[config.mk]
export PLATFORM = sky130hd
export DESIGN_NAME = convex_polygon_overlap_sat_unit
export DESIGN_NICKNAME = d
export VERILOG_FILES = /design/src/design/cpo_pkg.sv /design/src/design/cpo_front.sv /design/src/design/cpo_queue.sv /design/src/design/cpo_back.sv /design/src/design/convex_polygon_overlap_sat_unit.sv
export SDC_FILE = /design/constraint.sdc
export NUM_CORES = 2
export LEC_CHECK = 0
export BUFFER_PORTS_ARGS = -buffer_cell sky130_fd_sc_hd__buf_4
export CORE_ASPECT_RATIO = 0.9
export CORE_MARGIN = 2
export CORE_UTILIZATION = 25
export CTS_BUF_LIST = sky130_fd_sc_hd__clkbuf_16
export DETAILED_ROUTE_END_ITERATION = 12
export GPL_ROUTABILITY_DRIVEN = 0
export SYNTH_ARGS = -nofsm -noshare
export SYNTH_HDL_FRONTEND = slang
export SYNTH_SLANG_ARGS = --single-unit
[constraint.sdc]
create_clock -name clk -period 20.7 [get_ports clk]
set_input_delay 0 -clock clk [delete_from_list [all_inputs] [get_ports clk]]
set_output_delay 0 -clock clk [all_outputs]
set_load 0.01 [all_outputs]
[src/design/cpo_pkg.sv]
package cpo_pkg;

  localparam int MAX_VERTICES = 16;
  localparam int COORD_BITS   = 16;

  localparam int ADDR_W = $clog2(MAX_VERTICES);
  localparam int CNT_W  = $clog2(MAX_VERTICES + 1);
  localparam int VERT_W = 2 * COORD_BITS;
  localparam int AXIS_W = COORD_BITS + 1;
  localparam int PROD_W = 2 * COORD_BITS + 1;
  localparam int DOT_W  = 2 * COORD_BITS + 2;

  localparam int Q_DEPTH = 4;
  localparam int QA_W    = $clog2(Q_DEPTH);
  localparam int QC_W    = $clog2(Q_DEPTH + 1);

  // Polygon select codes
  localparam logic POLY_FIRST  = 1'b0;
  localparam logic POLY_SECOND = 1'b1;

  // One command from the front end to the test engine
  typedef struct packed {
    logic                  we;
    logic                  sel;
    logic [ADDR_W-1:0]     addr;
    logic [COORD_BITS-1:0] x;
    logic [COORD_BITS-1:0] y;
    logic                  run;
    logic [CNT_W-1:0]      n_a;
    logic [CNT_W-1:0]      n_b;
    logic                  ovf;
  } cpo_cmd_t;

  typedef enum logic [3:0] {
    B_IDLE,
    B_RD_I,
    B_RD_J,
    B_AXIS,
    B_V_RD,
    B_V_MUL,
    B_V_ADD,
    B_V_CMP,
    B_CHECK,
    B_FINISH
  } cpo_state_t;

endpackage

[src/design/cpo_front.sv]
module cpo_front
  import cpo_pkg::*;
(
  input  logic                  clk,
  input  logic                  rst_n,
  input  logic                  in_push,
  output logic                  in_full,
  input  logic                  in_func,
  input  logic [COORD_BITS-1:0] in_vertex_x,
  input  logic [COORD_BITS-1:0] in_vertex_y,
  input  logic                  in_last_vertex,
  output logic                  cmd_push,
  output cpo_cmd_t              cmd,
  input  logic                  cmd_full
);

  logic [CNT_W-1:0] cnt_a_r, cnt_a_nxt;
  logic [CNT_W-1:0] cnt_b_r, cnt_b_nxt;
  logic             ovf_r, ovf_nxt;
  logic [CNT_W-1:0] cnt_sel;
  logic             room;
  logic             ovf_upd;
  logic [CNT_W-1:0] cnt_a_upd;
  logic [CNT_W-1:0] cnt_b_upd;

  assign in_full  = cmd_full;
  assign cmd_push = in_push && !cmd_full;

  always_comb begin
    cnt_sel   = (in_func == POLY_SECOND) ? cnt_b_r : cnt_a_r;
    room      = cnt_sel < CNT_W'(MAX_VERTICES);
    ovf_upd   = ovf_r || !room;
    cnt_a_upd = cnt_a_r;
    cnt_b_upd = cnt_b_r;
    if (room && in_func == POLY_FIRST)  cnt_a_upd = cnt_a_r + CNT_W'(1);
    if (room && in_func == POLY_SECOND) cnt_b_upd = cnt_b_r + CNT_W'(1);

    cmd.we   = room;
    cmd.sel  = in_func;
    cmd.addr = cnt_sel[ADDR_W-1:0];
    cmd.x    = in_vertex_x;
    cmd.y    = in_vertex_y;
    cmd.run  = in_last_vertex;
    cmd.n_a  = cnt_a_upd;
    cmd.n_b  = cnt_b_upd;
    cmd.ovf  = ovf_upd;

    cnt_a_nxt = cnt_a_r;
    cnt_b_nxt = cnt_b_r;
    ovf_nxt   = ovf_r;
    if (cmd_push) begin
      if (in_last_vertex) begin
        // the pair is handed off: start the next one empty
        cnt_a_nxt = '0;
        cnt_b_nxt = '0;
        ovf_nxt   = 1'b0;
      end else begin
        cnt_a_nxt = cnt_a_upd;
        cnt_b_nxt = cnt_b_upd;
        ovf_nxt   = ovf_upd;
      end
    end
  end

  always_ff @(posedge clk) begin
    if (!rst_n) begin
      cnt_a_r <= '0;
      cnt_b_r <= '0;
      ovf_r   <= 1'b0;
    end else begin
      cnt_a_r <= cnt_a_nxt;
      cnt_b_r <= cnt_b_nxt;
      ovf_r   <= ovf_nxt;
    end
  end

  a_cnt_range: assert property (@(posedge clk) disable iff (!rst_n)
    cnt_a_r <= CNT_W'(MAX_VERTICES) && cnt_b_r <= CNT_W'(MAX_VERTICES))
    else $error("vertex count beyond capacity");

endmodule

[src/design/cpo_queue.sv]
module cpo_queue
  import cpo_pkg::*;
(
  input  logic     clk,
  input  logic     rst_n,
  input  logic     push,
  input  cpo_cmd_t push_data,
  output logic     full,
  input  logic     pop,
  output cpo_cmd_t pop_data,
  output logic     empty
);

  cpo_cmd_t          slot_r [Q_DEPTH];
  logic [QA_W-1:0]   wr_ptr_r, wr_ptr_nxt;
  logic [QA_W-1:0]   rd_ptr_r, rd_ptr_nxt;
  logic [QC_W-1:0]   cnt_r, cnt_nxt;
  logic              do_push;
  logic              do_pop;

  assign full     = cnt_r == QC_W'(Q_DEPTH);
  assign empty    = cnt_r == '0;
  assign pop_data = slot_r[rd_ptr_r];
  assign do_push  = push && !full;
  assign do_pop   = pop && !empty;

  always_comb begin
    wr_ptr_nxt = wr_ptr_r;
    rd_ptr_nxt = rd_ptr_r;
    cnt_nxt    = cnt_r;
    if (do_push)
      wr_ptr_nxt = (wr_ptr_r == QA_W'(Q_DEPTH - 1)) ? '0 : wr_ptr_r + QA_W'(1);
    if (do_pop)
      rd_ptr_nxt = (rd_ptr_r == QA_W'(Q_DEPTH - 1)) ? '0 : rd_ptr_r + QA_W'(1);
    if (do_push && !do_pop)      cnt_nxt = cnt_r + QC_W'(1);
    else if (do_pop && !do_push) cnt_nxt = cnt_r - QC_W'(1);
  end

  always_ff @(posedge clk) begin
    if (do_push) slot_r[wr_ptr_r] <= push_data;
  end

  always_ff @(posedge clk) begin
    if (!rst_n) begin
      wr_ptr_r <= '0;
      rd_ptr_r <= '0;
      cnt_r    <= '0;
    end else begin
      wr_ptr_r <= wr_ptr_nxt;
      rd_ptr_r <= rd_ptr_nxt;
      cnt_r    <= cnt_nxt;
    end
  end

  a_q_bound: assert property (@(posedge clk) disable iff (!rst_n)
    cnt_r <= QC_W'(Q_DEPTH))
    else $error("queue occupancy beyond depth");

  a_q_fill: assert property (@(posedge clk) disable iff (!rst_n)
    (do_push && !do_pop) |=> !empty)
    else $error("queue empty after a lone push");

endmodule

[src/design/cpo_back.sv]
module cpo_back
  import cpo_pkg::*;
(
  input  logic     clk,
  input  logic     rst_n,
  input  cpo_cmd_t q_cmd,
  input  logic     q_empty,
  output logic     q_pop,
  output logic     out_empty,
  input  logic     out_pop,
  output logic     out_overlap,
  output logic     out_vertex_overflow
);

  logic [VERT_W-1:0] mem_a [MAX_VERTICES];
  logic [VERT_W-1:0] mem_b [MAX_VERTICES];
  logic [VERT_W-1:0] rd_a_r, rd_b_r;
  logic [ADDR_W-1:0] rd_addr;
  logic              we_a, we_b;

  cpo_state_t state_r, state_nxt;

  logic [CNT_W-1:0]  n_a_r, n_a_nxt;
  logic [CNT_W-1:0]  n_b_r, n_b_nxt;
  logic              ovf_r, ovf_nxt;
  logic              overlap_r, overlap_nxt;
  logic [ADDR_W-1:0] i_r, i_nxt;
  logic [ADDR_W-1:0] k_r, k_nxt;
  logic              axis_side_r, axis_side_nxt;
  logic              vside_r, vside_nxt;

  logic signed [COORD_BITS-1:0] pi_x_r, pi_x_nxt;
  logic signed [COORD_BITS-1:0] pi_y_r, pi_y_nxt;
  logic signed [AXIS_W-1:0]     ax_r, ax_nxt;
  logic signed [AXIS_W-1:0]     ay_r, ay_nxt;
  logic signed [PROD_W-1:0]     px_r, px_nxt;
  logic signed [PROD_W-1:0]     py_r, py_nxt;
  logic signed [DOT_W-1:0]      dot_r, dot_nxt;
  logic signed [DOT_W-1:0]      a_min_r, a_min_nxt, a_max_r, a_max_nxt;
  logic signed [DOT_W-1:0]      b_min_r, b_min_nxt, b_max_r, b_max_nxt;

  logic out_valid_r, out_valid_nxt;
  logic out_ovl_r, out_ovl_nxt;
  logic out_ovf_r, out_ovf_nxt;

  logic                         slot_free;
  logic [CNT_W-1:0]             axis_n, vert_n;
  logic [CNT_W-1:0]             i_inc, k_inc;
  logic                         i_last, k_last;
  logic [ADDR_W-1:0]            j_addr;
  logic                         sep;
  logic [VERT_W-1:0]            axis_vert, proj_vert;
  logic signed [COORD_BITS-1:0] av_x, av_y, pv_x, pv_y;

  assign out_empty           = !out_valid_r;
  assign out_overlap         = out_ovl_r;
  assign out_vertex_overflow = out_ovf_r;
  assign slot_free           = !out_valid_r || out_pop;

  always_comb begin
    axis_n    = axis_side_r ? n_b_r : n_a_r;
    vert_n    = vside_r ? n_b_r : n_a_r;
    i_inc     = CNT_W'(i_r) + CNT_W'(1);
    k_inc     = CNT_W'(k_r) + CNT_W'(1);
    i_last    = !(i_inc < axis_n);
    k_last    = !(k_inc < vert_n);
    j_addr    = i_last ? '0 : i_inc[ADDR_W-1:0];
    sep       = (a_max_r < b_min_r) || (a_min_r > b_max_r);
    axis_vert = axis_side_r ? rd_b_r : rd_a_r;
    proj_vert = vside_r ? rd_b_r : rd_a_r;
    av_x      = axis_vert[VERT_W-1:COORD_BITS];
    av_y      = axis_vert[COORD_BITS-1:0];
    pv_x      = proj_vert[VERT_W-1:COORD_BITS];
    pv_y      = proj_vert[COORD_BITS-1:0];
  end

  always_comb begin : next_state
    state_nxt = state_r;
    case (state_r)
      B_IDLE: begin
        if (!q_empty && q_cmd.run) begin
          if (q_cmd.n_a == '0 || q_cmd.n_b == '0) state_nxt = B_FINISH;
          else                                     state_nxt = B_RD_I;
        end
      end
      B_RD_I:  state_nxt = B_RD_J;
      B_RD_J:  state_nxt = B_AXIS;
      B_AXIS:  state_nxt = B_V_RD;
      B_V_RD:  state_nxt = B_V_MUL;
      B_V_MUL: state_nxt = B_V_ADD;
      B_V_ADD: state_nxt = B_V_CMP;
      B_V_CMP: state_nxt = (k_last && vside_r) ? B_CHECK : B_V_RD;
      B_CHECK: state_nxt = (sep || (i_last && axis_side_r)) ? B_FINISH : B_RD_I;
      B_FINISH: begin
        if (slot_free) state_nxt = B_IDLE;
      end
      default: state_nxt = B_IDLE;
    endcase
  end

  always_comb begin : datapath
    q_pop         = 1'b0;
    we_a          = 1'b0;
    we_b          = 1'b0;
    rd_addr       = i_r;
    n_a_nxt       = n_a_r;
    n_b_nxt       = n_b_r;
    ovf_nxt       = ovf_r;
    overlap_nxt   = overlap_r;
    i_nxt         = i_r;
    k_nxt         = k_r;
    axis_side_nxt = axis_side_r;
    vside_nxt     = vside_r;
    pi_x_nxt      = pi_x_r;
    pi_y_nxt      = pi_y_r;
    ax_nxt        = ax_r;
    ay_nxt        = ay_r;
    px_nxt        = px_r;
    py_nxt        = py_r;
    dot_nxt       = dot_r;
    a_min_nxt     = a_min_r;
    a_max_nxt     = a_max_r;
    b_min_nxt     = b_min_r;
    b_max_nxt     = b_max_r;
    out_valid_nxt = out_valid_r && !out_pop;
    out_ovl_nxt   = out_ovl_r;
    out_ovf_nxt   = out_ovf_r;

    case (state_r)
      B_IDLE: begin
        if (!q_empty) begin
          q_pop = 1'b1;
          we_a  = q_cmd.we && (q_cmd.sel == POLY_FIRST);
          we_b  = q_cmd.we && (q_cmd.sel == POLY_SECOND);
          if (q_cmd.run) begin
            n_a_nxt       = q_cmd.n_a;
            n_b_nxt       = q_cmd.n_b;
            ovf_nxt       = q_cmd.ovf;
            // with an empty polygon only two empty polygons overlap
            overlap_nxt   = (q_cmd.n_a == '0) && (q_cmd.n_b == '0);
            i_nxt         = '0;
            axis_side_nxt = POLY_FIRST;
          end
        end
      end
      B_RD_I: rd_addr = i_r;
      B_RD_J: begin
        rd_addr  = j_addr;
        pi_x_nxt = av_x;
        pi_y_nxt = av_y;
      end
      B_AXIS: begin
        // normal of edge i -> j: (-ey, ex)
        ax_nxt    = $signed({pi_y_r[COORD_BITS-1], pi_y_r}) - $signed({av_y[COORD_BITS-1], av_y});
        ay_nxt    = $signed({av_x[COORD_BITS-1], av_x}) - $signed({pi_x_r[COORD_BITS-1], pi_x_r});
        k_nxt     = '0;
        vside_nxt = POLY_FIRST;
      end
      B_V_RD: rd_addr = k_r;
      B_V_MUL: begin
        px_nxt = ax_r * pv_x;
        py_nxt = ay_r * pv_y;
      end
      B_V_ADD: begin
        dot_nxt = $signed({px_r[PROD_W-1], px_r}) + $signed({py_r[PROD_W-1], py_r});
      end
      B_V_CMP: begin
        if (vside_r == POLY_FIRST) begin
          if (k_r == '0 || dot_r < a_min_r) a_min_nxt = dot_r;
          if (k_r == '0 || dot_r > a_max_r) a_max_nxt = dot_r;
        end else begin
          if (k_r == '0 || dot_r < b_min_r) b_min_nxt = dot_r;
          if (k_r == '0 || dot_r > b_max_r) b_max_nxt = dot_r;
        end
        if (!k_last) begin
          k_nxt = k_inc[ADDR_W-1:0];
        end else if (vside_r == POLY_FIRST) begin
          k_nxt     = '0;
          vside_nxt = POLY_SECOND;
        end
      end
      B_CHECK: begin
        if (sep) begin
          overlap_nxt = 1'b0;
        end else if (!i_last) begin
          i_nxt = i_inc[ADDR_W-1:0];
        end else if (axis_side_r == POLY_FIRST) begin
          i_nxt         = '0;
          axis_side_nxt = POLY_SECOND;
        end else begin
          overlap_nxt = 1'b1;
        end
      end
      B_FINISH: begin
        if (slot_free) begin
          out_valid_nxt = 1'b1;
          out_ovl_nxt   = overlap_r;
          out_ovf_nxt   = ovf_r;
        end
      end
      default: ;
    endcase
  end

  always_ff @(posedge clk) begin
    if (we_a) mem_a[q_cmd.addr] <= {q_cmd.x, q_cmd.y};
    if (we_b) mem_b[q_cmd.addr] <= {q_cmd.x, q_cmd.y};
    rd_a_r <= mem_a[rd_addr];
    rd_b_r <= mem_b[rd_addr];
  end

  always_ff @(posedge clk) begin
    n_a_r       <= n_a_nxt;
    n_b_r       <= n_b_nxt;
    ovf_r       <= ovf_nxt;
    overlap_r   <= overlap_nxt;
    i_r         <= i_nxt;
    k_r         <= k_nxt;
    axis_side_r <= axis_side_nxt;
    vside_r     <= vside_nxt;
    pi_x_r      <= pi_x_nxt;
    pi_y_r      <= pi_y_nxt;
    ax_r        <= ax_nxt;
    ay_r        <= ay_nxt;
    px_r        <= px_nxt;
    py_r        <= py_nxt;
    dot_r       <= dot_nxt;
    a_min_r     <= a_min_nxt;
    a_max_r     <= a_max_nxt;
    b_min_r     <= b_min_nxt;
    b_max_r     <= b_max_nxt;
    out_ovl_r   <= out_ovl_nxt;
    out_ovf_r   <= out_ovf_nxt;
  end

  always_ff @(posedge clk) begin
    if (!rst_n) begin
      state_r     <= B_IDLE;
      out_valid_r <= 1'b0;
    end else begin
      state_r     <= state_nxt;
      out_valid_r <= out_valid_nxt;
    end
  end

  a_k_range: assert property (@(posedge clk) disable iff (!rst_n)
    (state_r == B_V_RD) |-> (CNT_W'(k_r) < vert_n))
    else $error("projection index past polygon size");

  a_finish_load: assert property (@(posedge clk) disable iff (!rst_n)
    (state_r == B_FINISH && slot_free) |=> (out_valid_r && state_r == B_IDLE))
    else $error("finished test did not reach the result register");

endmodule

[src/design/convex_polygon_overlap_sat_unit.sv]
// Separating-axis overlap test for two convex polygons. Push one vertex per
// transaction (in_func picks the polygon, in_last_vertex closes the pair); up
// to 16 vertices per polygon are kept and any beyond that are dropped and
// reported in out_vertex_overflow. Vertex loads go in at one per cycle
// through a 4-entry command queue, so loading continues while a test runs
// until the queue fills. The test itself is a single shared projection unit
// reading both vertex RAMs through one port each; it stops at the first
// separating axis and skips the projections when either polygon is empty. One
// result per pair is then posted in a result register that holds until popped.
module convex_polygon_overlap_sat_unit
  import cpo_pkg::*;
(
  input  logic                  clk,
  input  logic                  rst_n,
  input  logic                  in_push,
  output logic                  in_full,
  input  logic                  in_func,
  input  logic [COORD_BITS-1:0] in_vertex_x,
  input  logic [COORD_BITS-1:0] in_vertex_y,
  input  logic                  in_last_vertex,
  output logic                  out_empty,
  input  logic                  out_pop,
  output logic                  out_overlap,
  output logic                  out_vertex_overflow
);

  cpo_cmd_t push_cmd;
  cpo_cmd_t head_cmd;
  logic     cmd_push;
  logic     q_full;
  logic     q_empty;
  logic     q_pop;

  cpo_front u_front (
    .clk            (clk),
    .rst_n          (rst_n),
    .in_push        (in_push),
    .in_full        (in_full),
    .in_func        (in_func),
    .in_vertex_x    (in_vertex_x),
    .in_vertex_y    (in_vertex_y),
    .in_last_vertex (in_last_vertex),
    .cmd_push       (cmd_push),
    .cmd            (push_cmd),
    .cmd_full       (q_full)
  );

  cpo_queue u_queue (
    .clk       (clk),
    .rst_n     (rst_n),
    .push      (cmd_push),
    .push_data (push_cmd),
    .full      (q_full),
    .pop       (q_pop),
    .pop_data  (head_cmd),
    .empty     (q_empty)
  );

  cpo_back u_back (
    .clk                 (clk),
    .rst_n               (rst_n),
    .q_cmd               (head_cmd),
    .q_empty             (q_empty),
    .q_pop               (q_pop),
    .out_empty           (out_empty),
    .out_pop             (out_pop),
    .out_overlap         (out_overlap),
    .out_vertex_overflow (out_vertex_overflow)
  );

endmodule

==> out/results.txt <==
clk_lat worst skew = 0.85 ns
Distinct cells, synth = 85
first-pass GRT wire length = 359 mm
Post-synth ARST share = 0%
Post-Syn Area = 90600 um2
largest net degree at the start of global routing = 212
top cells by count, synth = edfxtp_1, inv_1, nand2_1
fillers = 36.2k
H-tree Lvls = 4
Congestion Overflow GR = 0
required time worst endpoint = 21.17 ns
fin crit share = 39.9%
cts repair resizes = 0
Final TNS setup = 0 ns
Die X = 639 um
drt pass-1 iters = 8
Min Hold Slack = 0.0595 ns
clk_skew = 0.115 ns
initial antenna violation count = 8
ranking of synthesized cells by area = edfxtp_1, fa_1, ha_1
layout cell share with drive strength beyond 1 = 7.27%
Tot GR Track Use = 12.5%
hold path start = rst_n
Reg clk slew, reported paths = 0.06 ns
area leader, netlist = edfxtp_1
crit path time final = 8.26 ns
Worst Path Max Fanout = 35
Fmax = 121 MHz
crit path capture type = register
I/O Pins = 42
Nets = 8152
Gate Count Post-Synth = 7084
clk sink count = 1639
most used flip-flop cell after synthesis = edfxtp_1
cell with the most instances after synthesis = edfxtp_1
CTS root buf = clkbuf_16
RSZ-0062 raised after global routing = no
total setup buffers inserted after CTS = 0
fin. max-slew vios = 0
vias in the first global route = 58.0k
Synth Net Count = 8131
synthesized area per cell = 12.8 um2
Num CTS Buffers = 162
Warnings, synthesis = 0
Hold WC Path Type = in -> reg
Worst-Margin Slew = 1.23 ns
site row count = 209
crit path DAT = 8.73 ns
CP Class = reg -> reg
DR vias = 56.6k
Core ar. = 360000 um2
wire per inst = 19.7 um
Max Buffers Root-to-Sink = 4
# port buffers = 41
reg2reg start = u_back.vside_r
Initial Utilization = 25.1%
Via density = 4.72
critical path startpoint category = register
DR iter-0 viols = 5209
slew margin rel. = 16.4%
Seq/Total Area, Yosys = 53.3%
post-route ant nets = 0
status = completed
area grow syn2layout = 12.8%
TritonCTS clock tree = yes
DRT Wirelength = 236 mm
HPWL Detailed = 154 mm
Hold Fails Final Rpt = 0
EDFF count, synth = 1550
register bit total from synthesis = 1639
Die Y = 575 um
Worst Setup SP = u_back.vside_r
DRC Markers = 0
Max Cap Viol = 0
Yosys top cell area share = 51.4%
final setup fails = 0
die area = 367000 um2
[cell families after synthesis]
logic type | after synthesis | synth area share [%]
simple gates | 1740 | 9.32
buf+inv | 1161 | 5.02
fa+ha+maj | 1009 | 18.5
compound gates | 1271 | 10.3
flops | 1639 | 53.3
xor+xnor | 125 | 1.21
mux | 139 | 2.27
[final timing paths]
check	to	slack, ns	cells past startpoint
worst max-delay path	u_back.px_r[32]	12.44	21
worst min-delay path	u_back.state_r[1]	0.06	4
worst max register to register	u_back.px_r[32]	12.44	21
worst min register to register	u_back.out_vertex_overflow	0.48	0
[cell type report]
type	instances	area, um2	share of cell area [%]
flip-flops and latches	1639	48300	47.3
multi-input cells	4284	38100	37.3
well taps	4747	5940	5.81
clock buffers	162	4050	3.97
inverters	819	3070	3.01
repair buffers	199	1680	1.65
clock inverters	123	1030	1.00
diodes	3	7.51	0.00734
[flip-flops by register name, indices dropped and copies added, names as in the netlist, 33 cells and up, named ones only]
name            cells
u_back.a_max_r     34
u_back.a_min_r     34
u_back.b_max_r     34
u_back.b_min_r     34
u_back.dot_r       34
u_back.mem_a      512
u_back.mem_b      512
u_back.px_r        33
u_back.py_r        33
u_queue.slot_r    200
[per-layer routing]
metal / global-route usage, % / vias up / part of all wire [%]
li1: - / 25400 / -
met1: 17.5 / 28900 / 45
met2: 20.3 / 1900 / 46
met3: 2.18 / 318 / 6.9
met4: 2.70 / 2 / 2.1
met5: 0 / - / 0.0055
[placed cells by master, fill, tap and decap left out, types with 47 or more instances in the layout]
cell type,n
nor2b_1,178
nand4_1,48
fa_1,556
o21ai_0,84
inv_1,861
nor3_1,47
ha_1,453
nand2_1,780
a21o_1,110
and2_1,122
a221o_1,63
dfxtp_1,87
a21oi_1,260
o32ai_1,126
a32oi_1,128
nor2_1,141
dlygate4sd3_1,71
buf_4,127
nand2b_1,58
xnor2_1,89
edfxtp_1,1550
mux4_2,49
a211oi_1,148
and3_1,217
a21boi_0,137
o211ai_1,79
clkbuf_16,162
[repair_timing]
action / CTS / global route
hold buffers: 71 / 0
endpoints found under the hold margin: 219 / 0
endpoints found under the setup margin: 0 / 0
[critical path, stage by stage, from the launching register on]
cell,delay (ns)
edfxtp_1,0.52
buf_4,0.60
mux2i_2,0.94
or2_2,0.26
fa_1,0.43
fa_1,0.49
inv_1,0.05
fa_1,0.49
fa_1,0.44
fa_1,0.51
inv_1,0.05
fa_1,0.49
inv_1,0.05
ha_1,0.34
or2_2,0.34
o311a_1,0.15
a2111o_1,0.36
a41oi_1,0.37
nor2b_1,0.15
a2111o_1,0.46
a2111oi_1,0.36
nor3_1,0.10
[metrics by stage]
stage	std cells	utilization, %	cell area, um2	worst slack [ns]
after floorplan	7084	-	90600	13.15
after global placement	11600	26.8	96400	12.52
after detailed placement	11600	26.8	96400	12.47
after CTS	12000	28.4	102000	12.44
after global routing	12000	28.4	102000	12.04
final	12000	28.4	102000	12.44
Power is not shown: default switching activity piles up to over one toggle a cycle in this logic, so the estimate is an artifact.
